**config.mk**
```make
export PLATFORM = sky130hd
export DESIGN_NAME = button_joystick_input_conditioner_flat
export DESIGN_NICKNAME = d
export VERILOG_FILES = /design/src/rtl/bjic_pkg.sv /design/src/rtl/bjic_if.sv /design/src/rtl/button_joystick_input_conditioner.sv /design/src/rtl/bjic_cfg_regs.sv /design/src/rtl/bjic_debounce.sv /design/src/rtl/bjic_axis.sv /design/src/rtl/bjic_autorepeat.sv /design/src/flat_wrapper.sv
export SDC_FILE = /design/constraint.sdc
export NUM_CORES = 1
export LEC_CHECK = 0
export BUFFER_PORTS_ARGS = -buffer_cell sky130_fd_sc_hd__buf_2
export CELL_PAD_IN_SITES_DETAIL_PLACEMENT = 0
export CELL_PAD_IN_SITES_GLOBAL_PLACEMENT = 1
export CORE_MARGIN = 3
export CORE_UTILIZATION = 45
export DETAILED_ROUTE_END_ITERATION = 16
export GPL_TIMING_DRIVEN = 1
export PLACE_DENSITY_LB_ADDON = 0.12
export SYNTH_ARGS = -nofsm -noshare
export SYNTH_HDL_FRONTEND = slang
export SYNTH_SLANG_ARGS = --single-unit
```
**constraint.sdc**
```tcl
create_clock -name clk -period 12 [get_ports clk]
set_input_delay 1.8 -clock clk [delete_from_list [all_inputs] [get_ports clk]]
set_output_delay 1.8 -clock clk [all_outputs]
set_load 0.01 [all_outputs]
```
**src/rtl/bjic_pkg.sv**
```systemverilog
// Shared constants, types and register codes for the input conditioner.
`timescale 1ns / 1ps

package bjic_pkg;

    localparam int NUM_BUTTONS        = 5;
    localparam int NUM_CHANNELS       = 9;
    localparam int DEBOUNCE_STEP_DOWN = 2;

    localparam int INTEG_W  = 8;
    localparam int AXIS_W   = 12;
    localparam int REPEAT_W = 16;
    localparam int COUNT_W  = 17;
    localparam int CFG_IDX_W  = 4;
    localparam int CFG_DATA_W = 16;

    // Direction channels follow the buttons
    localparam int CH_RIGHT = NUM_BUTTONS;
    localparam int CH_LEFT  = NUM_BUTTONS + 1;
    localparam int CH_UP    = NUM_BUTTONS + 2;
    localparam int CH_DOWN  = NUM_BUTTONS + 3;

    typedef logic [NUM_BUTTONS-1:0]  buttons_t;
    typedef logic [NUM_CHANNELS-1:0] channels_t;
    typedef logic [AXIS_W-1:0]       axis_t;

    typedef enum logic [CFG_IDX_W-1:0] {
        REG_DEBOUNCE_LIMIT   = 4'd0,
        REG_DEBOUNCE_STEP_UP = 4'd1,
        REG_JOY_HIGH_PRESS   = 4'd2,
        REG_JOY_HIGH_RELEASE = 4'd3,
        REG_JOY_LOW_PRESS    = 4'd4,
        REG_JOY_LOW_RELEASE  = 4'd5,
        REG_REPEAT_DELAY     = 4'd6,
        REG_REPEAT_PERIOD    = 4'd7
    } reg_idx_t;

    typedef struct packed {
        logic [INTEG_W-1:0]  debounce_limit;
        logic [INTEG_W-1:0]  debounce_step_up;
        axis_t               joy_high_press;
        axis_t               joy_high_release;
        axis_t               joy_low_press;
        axis_t               joy_low_release;
        logic [REPEAT_W-1:0] repeat_delay;
        logic [REPEAT_W-1:0] repeat_period;
    } cfg_t;

    localparam cfg_t CFG_RESET = '{
        debounce_limit:   8'd10,
        debounce_step_up: 8'd1,
        joy_high_press:   12'd3595,
        joy_high_release: 12'd3095,
        joy_low_press:    12'd500,
        joy_low_release:  12'd1000,
        repeat_delay:     16'd100,
        repeat_period:    16'd10
    };

endpackage

```
**src/rtl/bjic_if.sv**
```systemverilog
// Channel interfaces: poll tick in, conditioned result out, register writes.
`timescale 1ns / 1ps

interface bjic_tick_if;
    import bjic_pkg::*;
    logic     valid;
    logic     ready;
    buttons_t raw_buttons;
    axis_t    joy_x;
    axis_t    joy_y;
    modport source (output valid, output raw_buttons, output joy_x, output joy_y, input ready);
    modport sink   (input valid, input raw_buttons, input joy_x, input joy_y, output ready);
endinterface

interface bjic_result_if;
    import bjic_pkg::*;
    logic      valid;
    logic      ready;
    channels_t held_levels;
    channels_t new_presses;
    modport source (output valid, output held_levels, output new_presses, input ready);
    modport sink   (input valid, input held_levels, input new_presses, output ready);
endinterface

interface bjic_cfg_if;
    import bjic_pkg::*;
    logic                  valid;
    logic                  ready;
    logic [CFG_IDX_W-1:0]  index;
    logic [CFG_DATA_W-1:0] data;
    modport source (output valid, output index, output data, input ready);
    modport sink   (input valid, input index, input data, output ready);
endinterface

```
**src/rtl/button_joystick_input_conditioner.sv**
```systemverilog
// Top level: debounce, joystick hysteresis and autorepeat for one poll tick per item.
`timescale 1ns / 1ps

// Channel   Dir  Item contents                          Accepted when
// tick      in   raw_buttons[4:0], joy_x[11:0], joy_y  tick.valid && tick.ready
// result    out  held_levels[8:0], new_presses[8:0]    result.valid && result.ready
// cfg       in   index[3:0], data[15:0]                cfg.valid && cfg.ready
//
// One tick per clock sustained; a tick passes the input register, then the
// result register. The whole state update is one pass of per-channel compares,
// an 8-bit integrator add and a 17-bit hold counter between those registers.
// Reset loads the default register values and clears integrators, levels and
// hold counters. A stalled result holds the pipe; tick.ready stays high while
// the input stage is empty or moving on. cfg.ready is always high.

module button_joystick_input_conditioner (
    input  logic        clk,
    input  logic        rst_n,
    bjic_tick_if.sink   tick,
    bjic_result_if.source result,
    bjic_cfg_if.sink    cfg
);
    import bjic_pkg::*;

    cfg_t      cfg_q;

    // input stage
    logic      s1_valid_reg;
    buttons_t  s1_raw_reg;
    axis_t     s1_x_reg;
    axis_t     s1_y_reg;
    logic      s1_advance;
    logic      tick_take;

    // result stage
    logic      out_valid_reg;
    channels_t out_levels_reg;
    channels_t out_presses_reg;
    logic      out_free;

    // state and single-pass logic
    channels_t level_reg;
    channels_t level_next;
    buttons_t  btn_level;
    logic      right_n, left_n, up_n, down_n;
    channels_t repeat_hit;
    channels_t presses;

    assign cfg.ready = 1'b1;

    bjic_cfg_regs u_cfg (
        .clk      (clk),
        .rst_n    (rst_n),
        .wr_en    (cfg.valid),
        .wr_index (cfg.index),
        .wr_data  (cfg.data),
        .cfg      (cfg_q)
    );

    // handshake: result register frees when empty or being taken
    assign out_free   = !out_valid_reg || result.ready;
    assign s1_advance = s1_valid_reg && out_free;
    assign tick.ready = !s1_valid_reg || out_free;
    assign tick_take  = tick.valid && tick.ready;

    always_ff @(posedge clk or negedge rst_n)
    begin
        if (!rst_n)
            s1_valid_reg <= 1'b0;
        else if (tick.ready)
            s1_valid_reg <= tick.valid;
    end

    always_ff @(posedge clk)
    begin
        if (tick_take)
        begin
            s1_raw_reg <= tick.raw_buttons;
            s1_x_reg   <= tick.joy_x;
            s1_y_reg   <= tick.joy_y;
        end
    end

    // buttons first, then the axes on top of the old direction bits
    bjic_debounce u_debounce (
        .clk       (clk),
        .rst_n     (rst_n),
        .en        (s1_advance),
        .cfg       (cfg_q),
        .raw       (s1_raw_reg),
        .level_old (level_reg[NUM_BUTTONS-1:0]),
        .level_new (btn_level)
    );

    bjic_axis u_axis_x (
        .cfg      (cfg_q),
        .sample   (s1_x_reg),
        .high_old (level_reg[CH_RIGHT]),
        .low_old  (level_reg[CH_LEFT]),
        .high_new (right_n),
        .low_new  (left_n)
    );

    bjic_axis u_axis_y (
        .cfg      (cfg_q),
        .sample   (s1_y_reg),
        .high_old (level_reg[CH_UP]),
        .low_old  (level_reg[CH_DOWN]),
        .high_new (up_n),
        .low_new  (down_n)
    );

    always_comb
    begin
        level_next = '0;
        level_next[NUM_BUTTONS-1:0] = btn_level;
        level_next[CH_RIGHT] = right_n;
        level_next[CH_LEFT]  = left_n;
        level_next[CH_UP]    = up_n;
        level_next[CH_DOWN]  = down_n;
    end

    bjic_autorepeat u_repeat (
        .clk        (clk),
        .rst_n      (rst_n),
        .en         (s1_advance),
        .cfg        (cfg_q),
        .level      (level_next),
        .repeat_hit (repeat_hit)
    );

    // rising edges plus autorepeat
    assign presses = (~level_reg & level_next) | repeat_hit;

    always_ff @(posedge clk or negedge rst_n)
    begin
        if (!rst_n)
            level_reg <= '0;
        else if (s1_advance)
            level_reg <= level_next;
    end

    always_ff @(posedge clk or negedge rst_n)
    begin
        if (!rst_n)
            out_valid_reg <= 1'b0;
        else if (out_free)
            out_valid_reg <= s1_valid_reg;
    end

    always_ff @(posedge clk)
    begin
        if (s1_advance)
        begin
            out_levels_reg  <= level_next;
            out_presses_reg <= presses;
        end
    end

    assign result.valid       = out_valid_reg;
    assign result.held_levels = out_levels_reg;
    assign result.new_presses = out_presses_reg;

endmodule

```
**src/rtl/bjic_cfg_regs.sv**
```systemverilog
// Configuration register file.
`timescale 1ns / 1ps

module bjic_cfg_regs (
    input  logic                           clk,
    input  logic                           rst_n,
    input  logic                           wr_en,
    input  logic [bjic_pkg::CFG_IDX_W-1:0] wr_index,
    input  logic [bjic_pkg::CFG_DATA_W-1:0] wr_data,
    output bjic_pkg::cfg_t                 cfg
);
    import bjic_pkg::*;

    cfg_t cfg_reg;
    cfg_t cfg_next;

    always_comb
    begin
        cfg_next = cfg_reg;
        if (wr_en)
        begin
            unique case (reg_idx_t'(wr_index))
                REG_DEBOUNCE_LIMIT:   cfg_next.debounce_limit   = wr_data[INTEG_W-1:0];
                REG_DEBOUNCE_STEP_UP: cfg_next.debounce_step_up = wr_data[INTEG_W-1:0];
                REG_JOY_HIGH_PRESS:   cfg_next.joy_high_press   = wr_data[AXIS_W-1:0];
                REG_JOY_HIGH_RELEASE: cfg_next.joy_high_release = wr_data[AXIS_W-1:0];
                REG_JOY_LOW_PRESS:    cfg_next.joy_low_press    = wr_data[AXIS_W-1:0];
                REG_JOY_LOW_RELEASE:  cfg_next.joy_low_release  = wr_data[AXIS_W-1:0];
                REG_REPEAT_DELAY:     cfg_next.repeat_delay     = wr_data[REPEAT_W-1:0];
                REG_REPEAT_PERIOD:    cfg_next.repeat_period    = wr_data[REPEAT_W-1:0];
                default:              cfg_next = cfg_reg; // unmapped index ignored
            endcase
        end
    end

    always_ff @(posedge clk or negedge rst_n)
    begin
        if (!rst_n)
            cfg_reg <= CFG_RESET;
        else
            cfg_reg <= cfg_next;
    end

    assign cfg = cfg_reg;

endmodule

```
**src/rtl/bjic_debounce.sv**
```systemverilog
// Saturating integrators, one per button, giving the debounced button levels.
`timescale 1ns / 1ps

module bjic_debounce (
    input  logic                        clk,
    input  logic                        rst_n,
    input  logic                        en,
    input  bjic_pkg::cfg_t              cfg,
    input  bjic_pkg::buttons_t          raw,
    input  bjic_pkg::buttons_t          level_old,
    output bjic_pkg::buttons_t          level_new
);
    import bjic_pkg::*;

    localparam logic [INTEG_W-1:0] STEP_DOWN = INTEG_W'(DEBOUNCE_STEP_DOWN);

    logic [INTEG_W-1:0] integ_reg  [NUM_BUTTONS];
    logic [INTEG_W-1:0] integ_next [NUM_BUTTONS];

    always_comb
    begin
        logic [INTEG_W:0] sum;
        sum       = '0;
        level_new = level_old;
        for (int i = 0; i < NUM_BUTTONS; i++)
        begin
            sum = {1'b0, integ_reg[i]} + {1'b0, cfg.debounce_step_up};
            if (raw[i])
            begin
                if (sum >= {1'b0, cfg.debounce_limit})
                begin
                    integ_next[i] = cfg.debounce_limit;
                    level_new[i]  = 1'b1;
                end
                else
                begin
                    integ_next[i] = sum[INTEG_W-1:0];
                end
            end
            else if (integ_reg[i] <= STEP_DOWN)
            begin
                integ_next[i] = '0;
                level_new[i]  = 1'b0;
            end
            else
            begin
                integ_next[i] = integ_reg[i] - STEP_DOWN;
            end
        end
    end

    always_ff @(posedge clk or negedge rst_n)
    begin
        if (!rst_n)
        begin
            for (int i = 0; i < NUM_BUTTONS; i++)
                integ_reg[i] <= '0;
        end
        else if (en)
        begin
            for (int i = 0; i < NUM_BUTTONS; i++)
                integ_reg[i] <= integ_next[i];
        end
    end

endmodule

```
**src/rtl/bjic_axis.sv**
```systemverilog
// Press/release hysteresis for one joystick axis; release wins on overlap.
`timescale 1ns / 1ps

module bjic_axis (
    input  bjic_pkg::cfg_t  cfg,
    input  bjic_pkg::axis_t sample,
    input  logic            high_old,
    input  logic            low_old,
    output logic            high_new,
    output logic            low_new
);
    import bjic_pkg::*;

    always_comb
    begin
        high_new = high_old;
        if (sample > cfg.joy_high_press)
            high_new = 1'b1;
        if (sample < cfg.joy_high_release)
            high_new = 1'b0;

        low_new = low_old;
        if (sample < cfg.joy_low_press)
            low_new = 1'b1;
        if (sample > cfg.joy_low_release)
            low_new = 1'b0;
    end

endmodule

```
**src/rtl/bjic_autorepeat.sv**
```systemverilog
// Hold counters, one per channel, producing autorepeat presses.
`timescale 1ns / 1ps

module bjic_autorepeat (
    input  logic                clk,
    input  logic                rst_n,
    input  logic                en,
    input  bjic_pkg::cfg_t      cfg,
    input  bjic_pkg::channels_t level,
    output bjic_pkg::channels_t repeat_hit
);
    import bjic_pkg::*;

    logic [COUNT_W-1:0] count_reg  [NUM_CHANNELS];
    logic [COUNT_W-1:0] count_next [NUM_CHANNELS];
    logic [COUNT_W-1:0] delay;
    logic [COUNT_W-1:0] wrap_at;

    assign delay   = COUNT_W'(cfg.repeat_delay);
    assign wrap_at = delay + COUNT_W'(cfg.repeat_period);

    always_comb
    begin
        logic [COUNT_W-1:0] inc;
        inc        = '0;
        repeat_hit = '0;
        for (int i = 0; i < NUM_CHANNELS; i++)
        begin
            inc = count_reg[i] + COUNT_W'(1);
            if (!level[i])
            begin
                count_next[i] = '0;
            end
            else if (inc >= wrap_at)
            begin
                repeat_hit[i] = 1'b1;
                count_next[i] = delay;
            end
            else
            begin
                repeat_hit[i] = (inc == delay);
                count_next[i] = inc;
            end
        end
    end

    always_ff @(posedge clk or negedge rst_n)
    begin
        if (!rst_n)
        begin
            for (int i = 0; i < NUM_CHANNELS; i++)
                count_reg[i] <= '0;
        end
        else if (en)
        begin
            for (int i = 0; i < NUM_CHANNELS; i++)
                count_reg[i] <= count_next[i];
        end
    end

endmodule

```
**src/flat_wrapper.sv**
```systemverilog
// flat-port wrapper written by rule: the top's interface ports become plain ports
module button_joystick_input_conditioner_flat import bjic_pkg::*;
  (clk, rst_n, tick_valid, tick_raw_buttons, tick_joy_x, tick_joy_y, tick_ready, result_valid, result_held_levels, result_new_presses, result_ready, cfg_valid, cfg_index, cfg_data, cfg_ready);
  bjic_tick_if tick_i ();
  bjic_result_if result_i ();
  bjic_cfg_if cfg_i ();
  input  logic clk;
  input  logic rst_n;
  input wire logic [$bits(tick_i.valid)-1:0] tick_valid;
  input wire logic [$bits(tick_i.raw_buttons)-1:0] tick_raw_buttons;
  input wire logic [$bits(tick_i.joy_x)-1:0] tick_joy_x;
  input wire logic [$bits(tick_i.joy_y)-1:0] tick_joy_y;
  output wire logic [$bits(tick_i.ready)-1:0] tick_ready;
  output wire logic [$bits(result_i.valid)-1:0] result_valid;
  output wire logic [$bits(result_i.held_levels)-1:0] result_held_levels;
  output wire logic [$bits(result_i.new_presses)-1:0] result_new_presses;
  input wire logic [$bits(result_i.ready)-1:0] result_ready;
  input wire logic [$bits(cfg_i.valid)-1:0] cfg_valid;
  input wire logic [$bits(cfg_i.index)-1:0] cfg_index;
  input wire logic [$bits(cfg_i.data)-1:0] cfg_data;
  output wire logic [$bits(cfg_i.ready)-1:0] cfg_ready;
  assign tick_i.valid = tick_valid;
  assign tick_i.raw_buttons = tick_raw_buttons;
  assign tick_i.joy_x = tick_joy_x;
  assign tick_i.joy_y = tick_joy_y;
  assign tick_ready = tick_i.ready;
  assign result_valid = result_i.valid;
  assign result_held_levels = result_i.held_levels;
  assign result_new_presses = result_i.new_presses;
  assign result_i.ready = result_ready;
  assign cfg_i.valid = cfg_valid;
  assign cfg_i.index = cfg_index;
  assign cfg_i.data = cfg_data;
  assign cfg_ready = cfg_i.ready;
  button_joystick_input_conditioner u_core (.clk(clk), .rst_n(rst_n), .tick(tick_i), .result(result_i), .cfg(cfg_i));
endmodule
```
# After elaboration in Yosys (flattened, before gate mapping)

Cells that the tools add are included.

Word-level logic and storage cells: 185
Output and inout bits: 21
Flip-flop bits (word level): 347

Order comparisons: 27
Reduce and logical (&&, ||, !) cells: 15
Muxes and demuxes: 74
Add/sub/neg operators: 20
Equal/unequal tests: 16
Bitwise gates (word level): 3

Operator list:

| operator                | number |
|---|---|
| $mux W17                | 18 |
| $add A17 B1 Y17 const B | 9 |
| $eq A17 B16 Y1          | 9 |
| $ge A17 B17 Y1          | 9 |
| $mux W8                 | 15 |
| $gt A12 B12 Y1          | 4 |
| $lt A12 B12 Y1          | 4 |
| $add A8 B8 Y9           | 5 |
| $ge A9 B8 Y1            | 5 |
| $mux W1                 | 41 |
| $le A8 B2 Y1 const B    | 5 |
| $sub A8 B2 Y8 const B   | 5 |
| $add A16 B16 Y17        | 1 |
| $eq A4 B3 Y1 const B    | 4 |
| $reduce_and A2 Y1       | 8 |
| $and A9 B9 Y9           | 1 |
| $not A9 Y9              | 1 |
| $or A9 B9 Y9            | 1 |
| $eq A4 B2 Y1 const B    | 2 |
| $eq A4 B1 Y1 const B    | 1 |
| $logic_not A4 Y1        | 1 |
| $logic_and A1 B1 Y1     | 2 |
| $logic_not A1 Y1        | 2 |
| $logic_or A1 B1 Y1      | 2 |

# Depth between registers and ports, before layout

Word-level depth: 6
Depth in mapped cells: 23
Depth with buffers taken out: 22

# Modules after synthesis

Synthesis repeated with hierarchy kept, for this count alone.

Cell total of the unflattened synthesis: 3111
Area total of the unflattened synthesis: 29301.9 um^2

By module, submodules not included:

| module                            | cells each | times used | area each (um^2) | seq. area each (um^2) |
|---|---|---|---|---|
| bjic_autorepeat                   | 1858       | 1          | 16101.7          | 3828.7 |
| bjic_debounce                     | 632        | 1          | 5250.0           | 1001.0 |
| bjic_cfg_regs                     | 211        | 1          | 3681.0           | 2442.3 |
| bjic_axis                         | 158        | 2          | 1156.1           | 0.0 |
| button_joystick_input_conditioner | 94         | 1          | 1956.9           | 1686.6 |

# Least setup slack after synthesis

Ideal clock, no wire load.

Path kind: flip-flop to flip-flop
From: reg u_core.u_cfg.cfg_reg (netlist bit u_core.u_cfg.cfg[1])
To: reg u_core.u_repeat.count_reg[64] (netlist bit)
Data required time: 11.874 ns
Path slack: 6.845 ns
Period minus slack after synthesis: 5.155 ns
Data arrival time: 5.029 ns
Stages on the path, launching flop included: 24
Path through: dfstp_2 > ha_1 > a21o_1 > a21oi_1 > o21bai_1 > a21oi_1 > o21bai_1 > a41oi_1 > a21oi_1 > a211o_1 > a21oi_1 > xor2_1 > ha_1 > nand4_1 > nor3_1 > a2111oi_0 > a21oi_1 > o211ai_1 > o311ai_0 > a21oi_1 > buf_2 > mux2i_1 > nor3_1 > a221o_1

Word-level cells in the longest chain between the ends: 4

RTL lines:

| element                        | RTL line              | RTL |
|---|---|---|
| start: declaration             | bjic_cfg_regs.sv:14   | `cfg_t cfg_reg;` |
| start signal: assignment       | bjic_cfg_regs.sv:41   | `cfg_reg <= cfg_next;` |
| $add A16 B16 Y17               | bjic_autorepeat.sv:20 | `assign wrap_at = delay + COUNT_W'(cfg.repeat_period);` |
| $ge A17 B17 Y1                 | bjic_autorepeat.sv:34 | `else if (inc >= wrap_at)` |
| $mux W17                       | bjic_autorepeat.sv:34 |  |
| $mux W17                       | bjic_autorepeat.sv:30 | `if (!level[i])` |
| end signal: indexed assignment | bjic_autorepeat.sv:57 | `count_reg[i] <= count_next[i];` |
| end: declaration               | bjic_autorepeat.sv:14 | `logic [COUNT_W-1:0] count_reg [NUM_CHANNELS];` |

Every way passes these cells.
A chain may end at the register's enable or synchronous reset.

# Final worst setup path

From: reg u_core.u_cfg.cfg_reg (netlist bit u_core.u_cfg.cfg[18])
To: reg u_core.u_repeat.count_reg[53] (netlist bit)

Word-level cells in the longest chain between the ends: 4

RTL lines:

| element          | RTL line |
|---|---|
| $add A16 B16 Y17 | bjic_autorepeat.sv:20 |
| $ge A17 B17 Y1   | bjic_autorepeat.sv:34 |
| $mux W17 *       | bjic_autorepeat.sv:34 |
| $mux W17 *       | bjic_autorepeat.sv:30 |

Mark *: on every way between the ends. The rest lies on a longest branch, timed or not.

==> summary.txt <==
Pwr
  • Maximum vdd drop: between 0.15 and 0.2 mV
  • PD cells: 221.8 nW/um^2
  • P_leak: around 14 nW

Critical path
  • Worst reg2reg path endpoint: u_core.u_repeat.count_reg[53]
  • Setup crit start kind: register
  • Critical Path RT: ~12 ns
  • CP Capture Type: register
  • R2R Setup Slk: just over 6 ns
  • CP arrival: roughly 6.4 ns
  • Crit Path Category: reg -> reg
  • Largest fanout on the critical path: 26
  • Worst r2r src: u_core.u_cfg.cfg[18]
  • R2R cell count: 23

Global route
  • Largest net degree at the start of global routing: approximately 100
  • GRT Residual Overflow: 0
  • Initial antenna violation count: 0
  • M2 GR Usage: between 40% and 50%
  • Most Used Layer, Global Route: met2
  • Grt met3 use: 3.368%
  • All-Layer GR Usage: 26.15%
  • GRT met1 Usage: a little over a third
  • Vias in the first global route: around 23,000
  • First-pass GRT wire length: about 140,000 um

Synthesis
  • Post-synthesis compound-gate area fraction: 15.97%
  • Top FF cell, synth: dfrtp_1
  • Post-Synth Adder-Cell Area: between 10% and 20%
  • Ys async rst share: 86.46%
  • Synth Area per Inst: roughly 9.2 um^2
  • Synth area leader: dfrtp_1
  • Post-synth top area share: a little under a quarter
  • Yosys warns: 0
  • Cells after Synth: about 3,100
  • Post-synth EDFFs: 47
  • Post-synthesis mux area share: just over 8%
  • Number of distinct library cells after synthesis: between 80 and 90
  • Post-synthesis sequential area ratio: between 30% and 40%
  • Mapped Area: roughly 28,000 um^2
  • Post-synthesis simple-gate area fraction: ~15%
  • Synth Register Bits: between 300 and 400
  • Syn nets: approximately 3,500
  • Combinational family with the most area after synthesis: compound AO/OA/AOI/OAI gates
  • Synth Area in XOR/XNOR: around 9.7%
  • Ranking of synthesized cells by area: dfrtp_1 24%, ha_1 15%, xnor2_1 5.9%

Timing
  • Final setup fails: 0
  • Unrepaired setup endpoints after global routing: no
  • Post-route clock skew: 0.02943 ns
  • Slew Viols, Final: 0
  • FMAX: 170.0 MHz
  • Worst-margin pin slew: around 1.3 ns
  • Post-route clock period utilization: 49.02%
  • Fin. Hold Viols: 0
  • Final setup TNS: 0 ns
  • Slew margin rel.: roughly 14%
  • Crit path time final: 5.882 ns

Min path
  • Min-delay src: u_core.u_repeat.count_reg[101]
  • WHS Path Cells: 2
  • HP Class: reg -> reg
  • Hold endpoint: u_core.u_repeat.count_reg[101]

Finish
  • P&R area growth vs syn: 9.693%
  • Most frequent cells in the layout: 337 x ha_1, 302 x nand2_1, 268 x dfrtp_1, 194 x o21ai_0, 190 x xnor2_1
  • Final nets: approximately 3,500
  • Layout cells sized above 1: between 10% and 20%
  • Diode count: 0
  • Fin cells: about 4,000
  • Fillcell total: a little under 6,000
  • Commonest non-fill, non-tap cell in the layout: ha_1
  • Max reg flops: 153

Detailed routing
  • WL per Instance: between 20 and 25 um
  • Drt pass-1 iters: 5
  • Initial drt markers: approximately 1,400
  • Residual DRC: 0
  • Post-Route WL: 86,490 um
  • Number of routed nets with antenna violations: 0
  • Vias per inst: just under 6
  • Via count: 23,230

Flow run
  • Max_cap viols: 0

Floorplan
  • # rows: 91
  • # IOs: 75
  • Die area: roughly 66,000 um^2
  • Die height: 256.4 um
  • Die X: around 260 um
  • Starting Density: between 40 and 50%
  • Core area: around 60,000 um^2

Clocking
  • Root Buffer: clkbuf_16
  • CTS Buf Count: 44
  • CTS HTree Levels: 2
  • CTS clk-pin slew, worst paths: about 0.060 ns
  • Clock Latency Late Sink: 0.61 ns
  • Post_cts resized: 0
  • Post-CTS setup buffers: 0
  • Bufs on Longest Clock Path: 3
  • Hold buffer count at CTS: 0
  • Clock sink count: 347
  • CTS tree: done

Place
  • RD Place Congestion: 0.8585
  • PortBufs: 73
  • Dpl cells: roughly 3,900
  • Post-detail-place hpwl: 59,100 um

Run status
  • Status: finished clean
-- stage by stage --
| stage | worst slack (ns) | hold slack [ns] | cell area [um^2] | total power, W | utilization [%] |
|---|---|---|---|---|---|
| 2_1_floorplan | 6.845 | 0.4572 | 28220 | 0.004220 | - |
| 6_report | 6.118 | 0.5018 | 30950 | 0.006866 | 50.07 |
| 5_1_grt | 5.725 | 0.5267 | 30950 | 0.007421 | 50.07 |
| 3_3_place_gp | 6.226 | 0.4748 | 29480 | 0.005371 | 47.68 |
| 3_5_place_dp | 6.187 | 0.4865 | 29480 | 0.005480 | 47.68 |
| 4_1_cts | 6.180 | 0.5097 | 30950 | 0.006880 | 50.07 |
-- final cells by class --
class / count / area (um^2) / share of cell area (%)
Inverter: 165 / 621.8 / 2.009
Sequential cell: 347 / 8959 / 28.94
Tap cell: 837 / 1047 / 3.383
Timing Repair Buffer: 124 / 758.2 / 2.450
Multi-Input combinational cell: 2431 / 18090 / 58.46
Clock buffer: 61 / 1257 / 4.062
Clock inverter: 21 / 215.2 / 0.6953
-- kinds of logic (layout without fill, tap and decap cells) --
family / Yosys count / in the layout
adder cells (fa/ha/maj): 346 / 346
AND/OR/NAND/NOR: 855 / 855
buffers and inverters: 292 / 371
AO/OA/AOI/OAI: 698 / 698
flip-flops: 347 / 347
other: 1 / 1
multiplexers: 222 / 222
XOR/XNOR: 309 / 309
-- where the power goes --
part	leakage [nW]	internal, W	total, W	switching (W)
clock	0.726	0.000786	0.00136	0.000571
sequential	4.32	0.00145	0.00174	0.000289
combinational	9.31	0.00145	0.00377	0.00231
total	14.4	0.00369	0.00687	0.00317
-- Yosys cell counts (14+ instances only) --
master / n
nor3_1: 57
nor2b_1: 34
clkbuf_1: 81
o22ai_1: 16
mux2_2: 77
inv_1: 164
a31oi_1: 20
a21o_1: 86
o21ai_1: 15
a211oi_1: 14
nand4_1: 72
nand3_1: 89
xor2_1: 115
o211ai_1: 17
dfrtp_1: 268
mux2i_1: 143
edfxtp_1: 47
and3_1: 33
nor2_1: 153
nand2b_1: 30
o31ai_1: 58
nand2_1: 303
a2111oi_0: 16
xnor2_1: 190
o21a_1: 21
nor4_1: 24
o21ai_0: 195
ha_1: 337
o221ai_1: 27
a21oi_1: 130
dfstp_2: 32
buf_1: 18
-- routing by layer --
layer | wire, um | up-vias | share of wire (%)
li1 | - | 11200 | -
met2 | 39250 | 587 | 45
met4 | 2618 | 0 | 3.0
met5 | 0 | - | 0
met3 | 4380 | 146 | 5.1
met1 | 40240 | 11300 | 47
-- worst max path at each step --
stage	start	endpoint	slack, ns	cells after the start
floorplan	u_core.u_cfg.cfg[1]	u_core.u_repeat.count_reg[64]	6.85	23
global placement	u_core.u_cfg.cfg[18]	u_core.u_repeat.count_reg[53]	6.23	23
detailed placement	u_core.u_cfg.cfg[18]	u_core.u_repeat.count_reg[63]	6.19	23
CTS	u_core.u_cfg.cfg[18]	u_core.u_repeat.count_reg[63]	6.18	23
global route	u_core.u_cfg.cfg[18]	u_core.u_repeat.count_reg[59]	5.72	23
finish	u_core.u_cfg.cfg[18]	u_core.u_repeat.count_reg[53]	6.12	23
-- worst max-delay path, stage by stage (launching register included) --
cell       delay (ns)
dfstp_2          0.82
ha_1             0.37
a21oi_1          0.23
o21bai_1         0.09
a21oi_1          0.21
o21bai_1         0.11
a41oi_1          0.26
a21oi_1          0.17
a211o_1          0.28
a21oi_1          0.17
xor2_1           0.16
buf_4            0.28
ha_1             0.29
nand4_1          0.15
nor3_1           0.07
a2111oi_0        0.28
a21oi_1          0.14
o211ai_1         0.16
o311ai_0         0.18
a21oi_2          0.37
buf_4            0.36
mux2i_1          0.23
nor3_1           0.06
a221o_1          0.31
No activity file was read; power rests on OpenSTA's default activity.
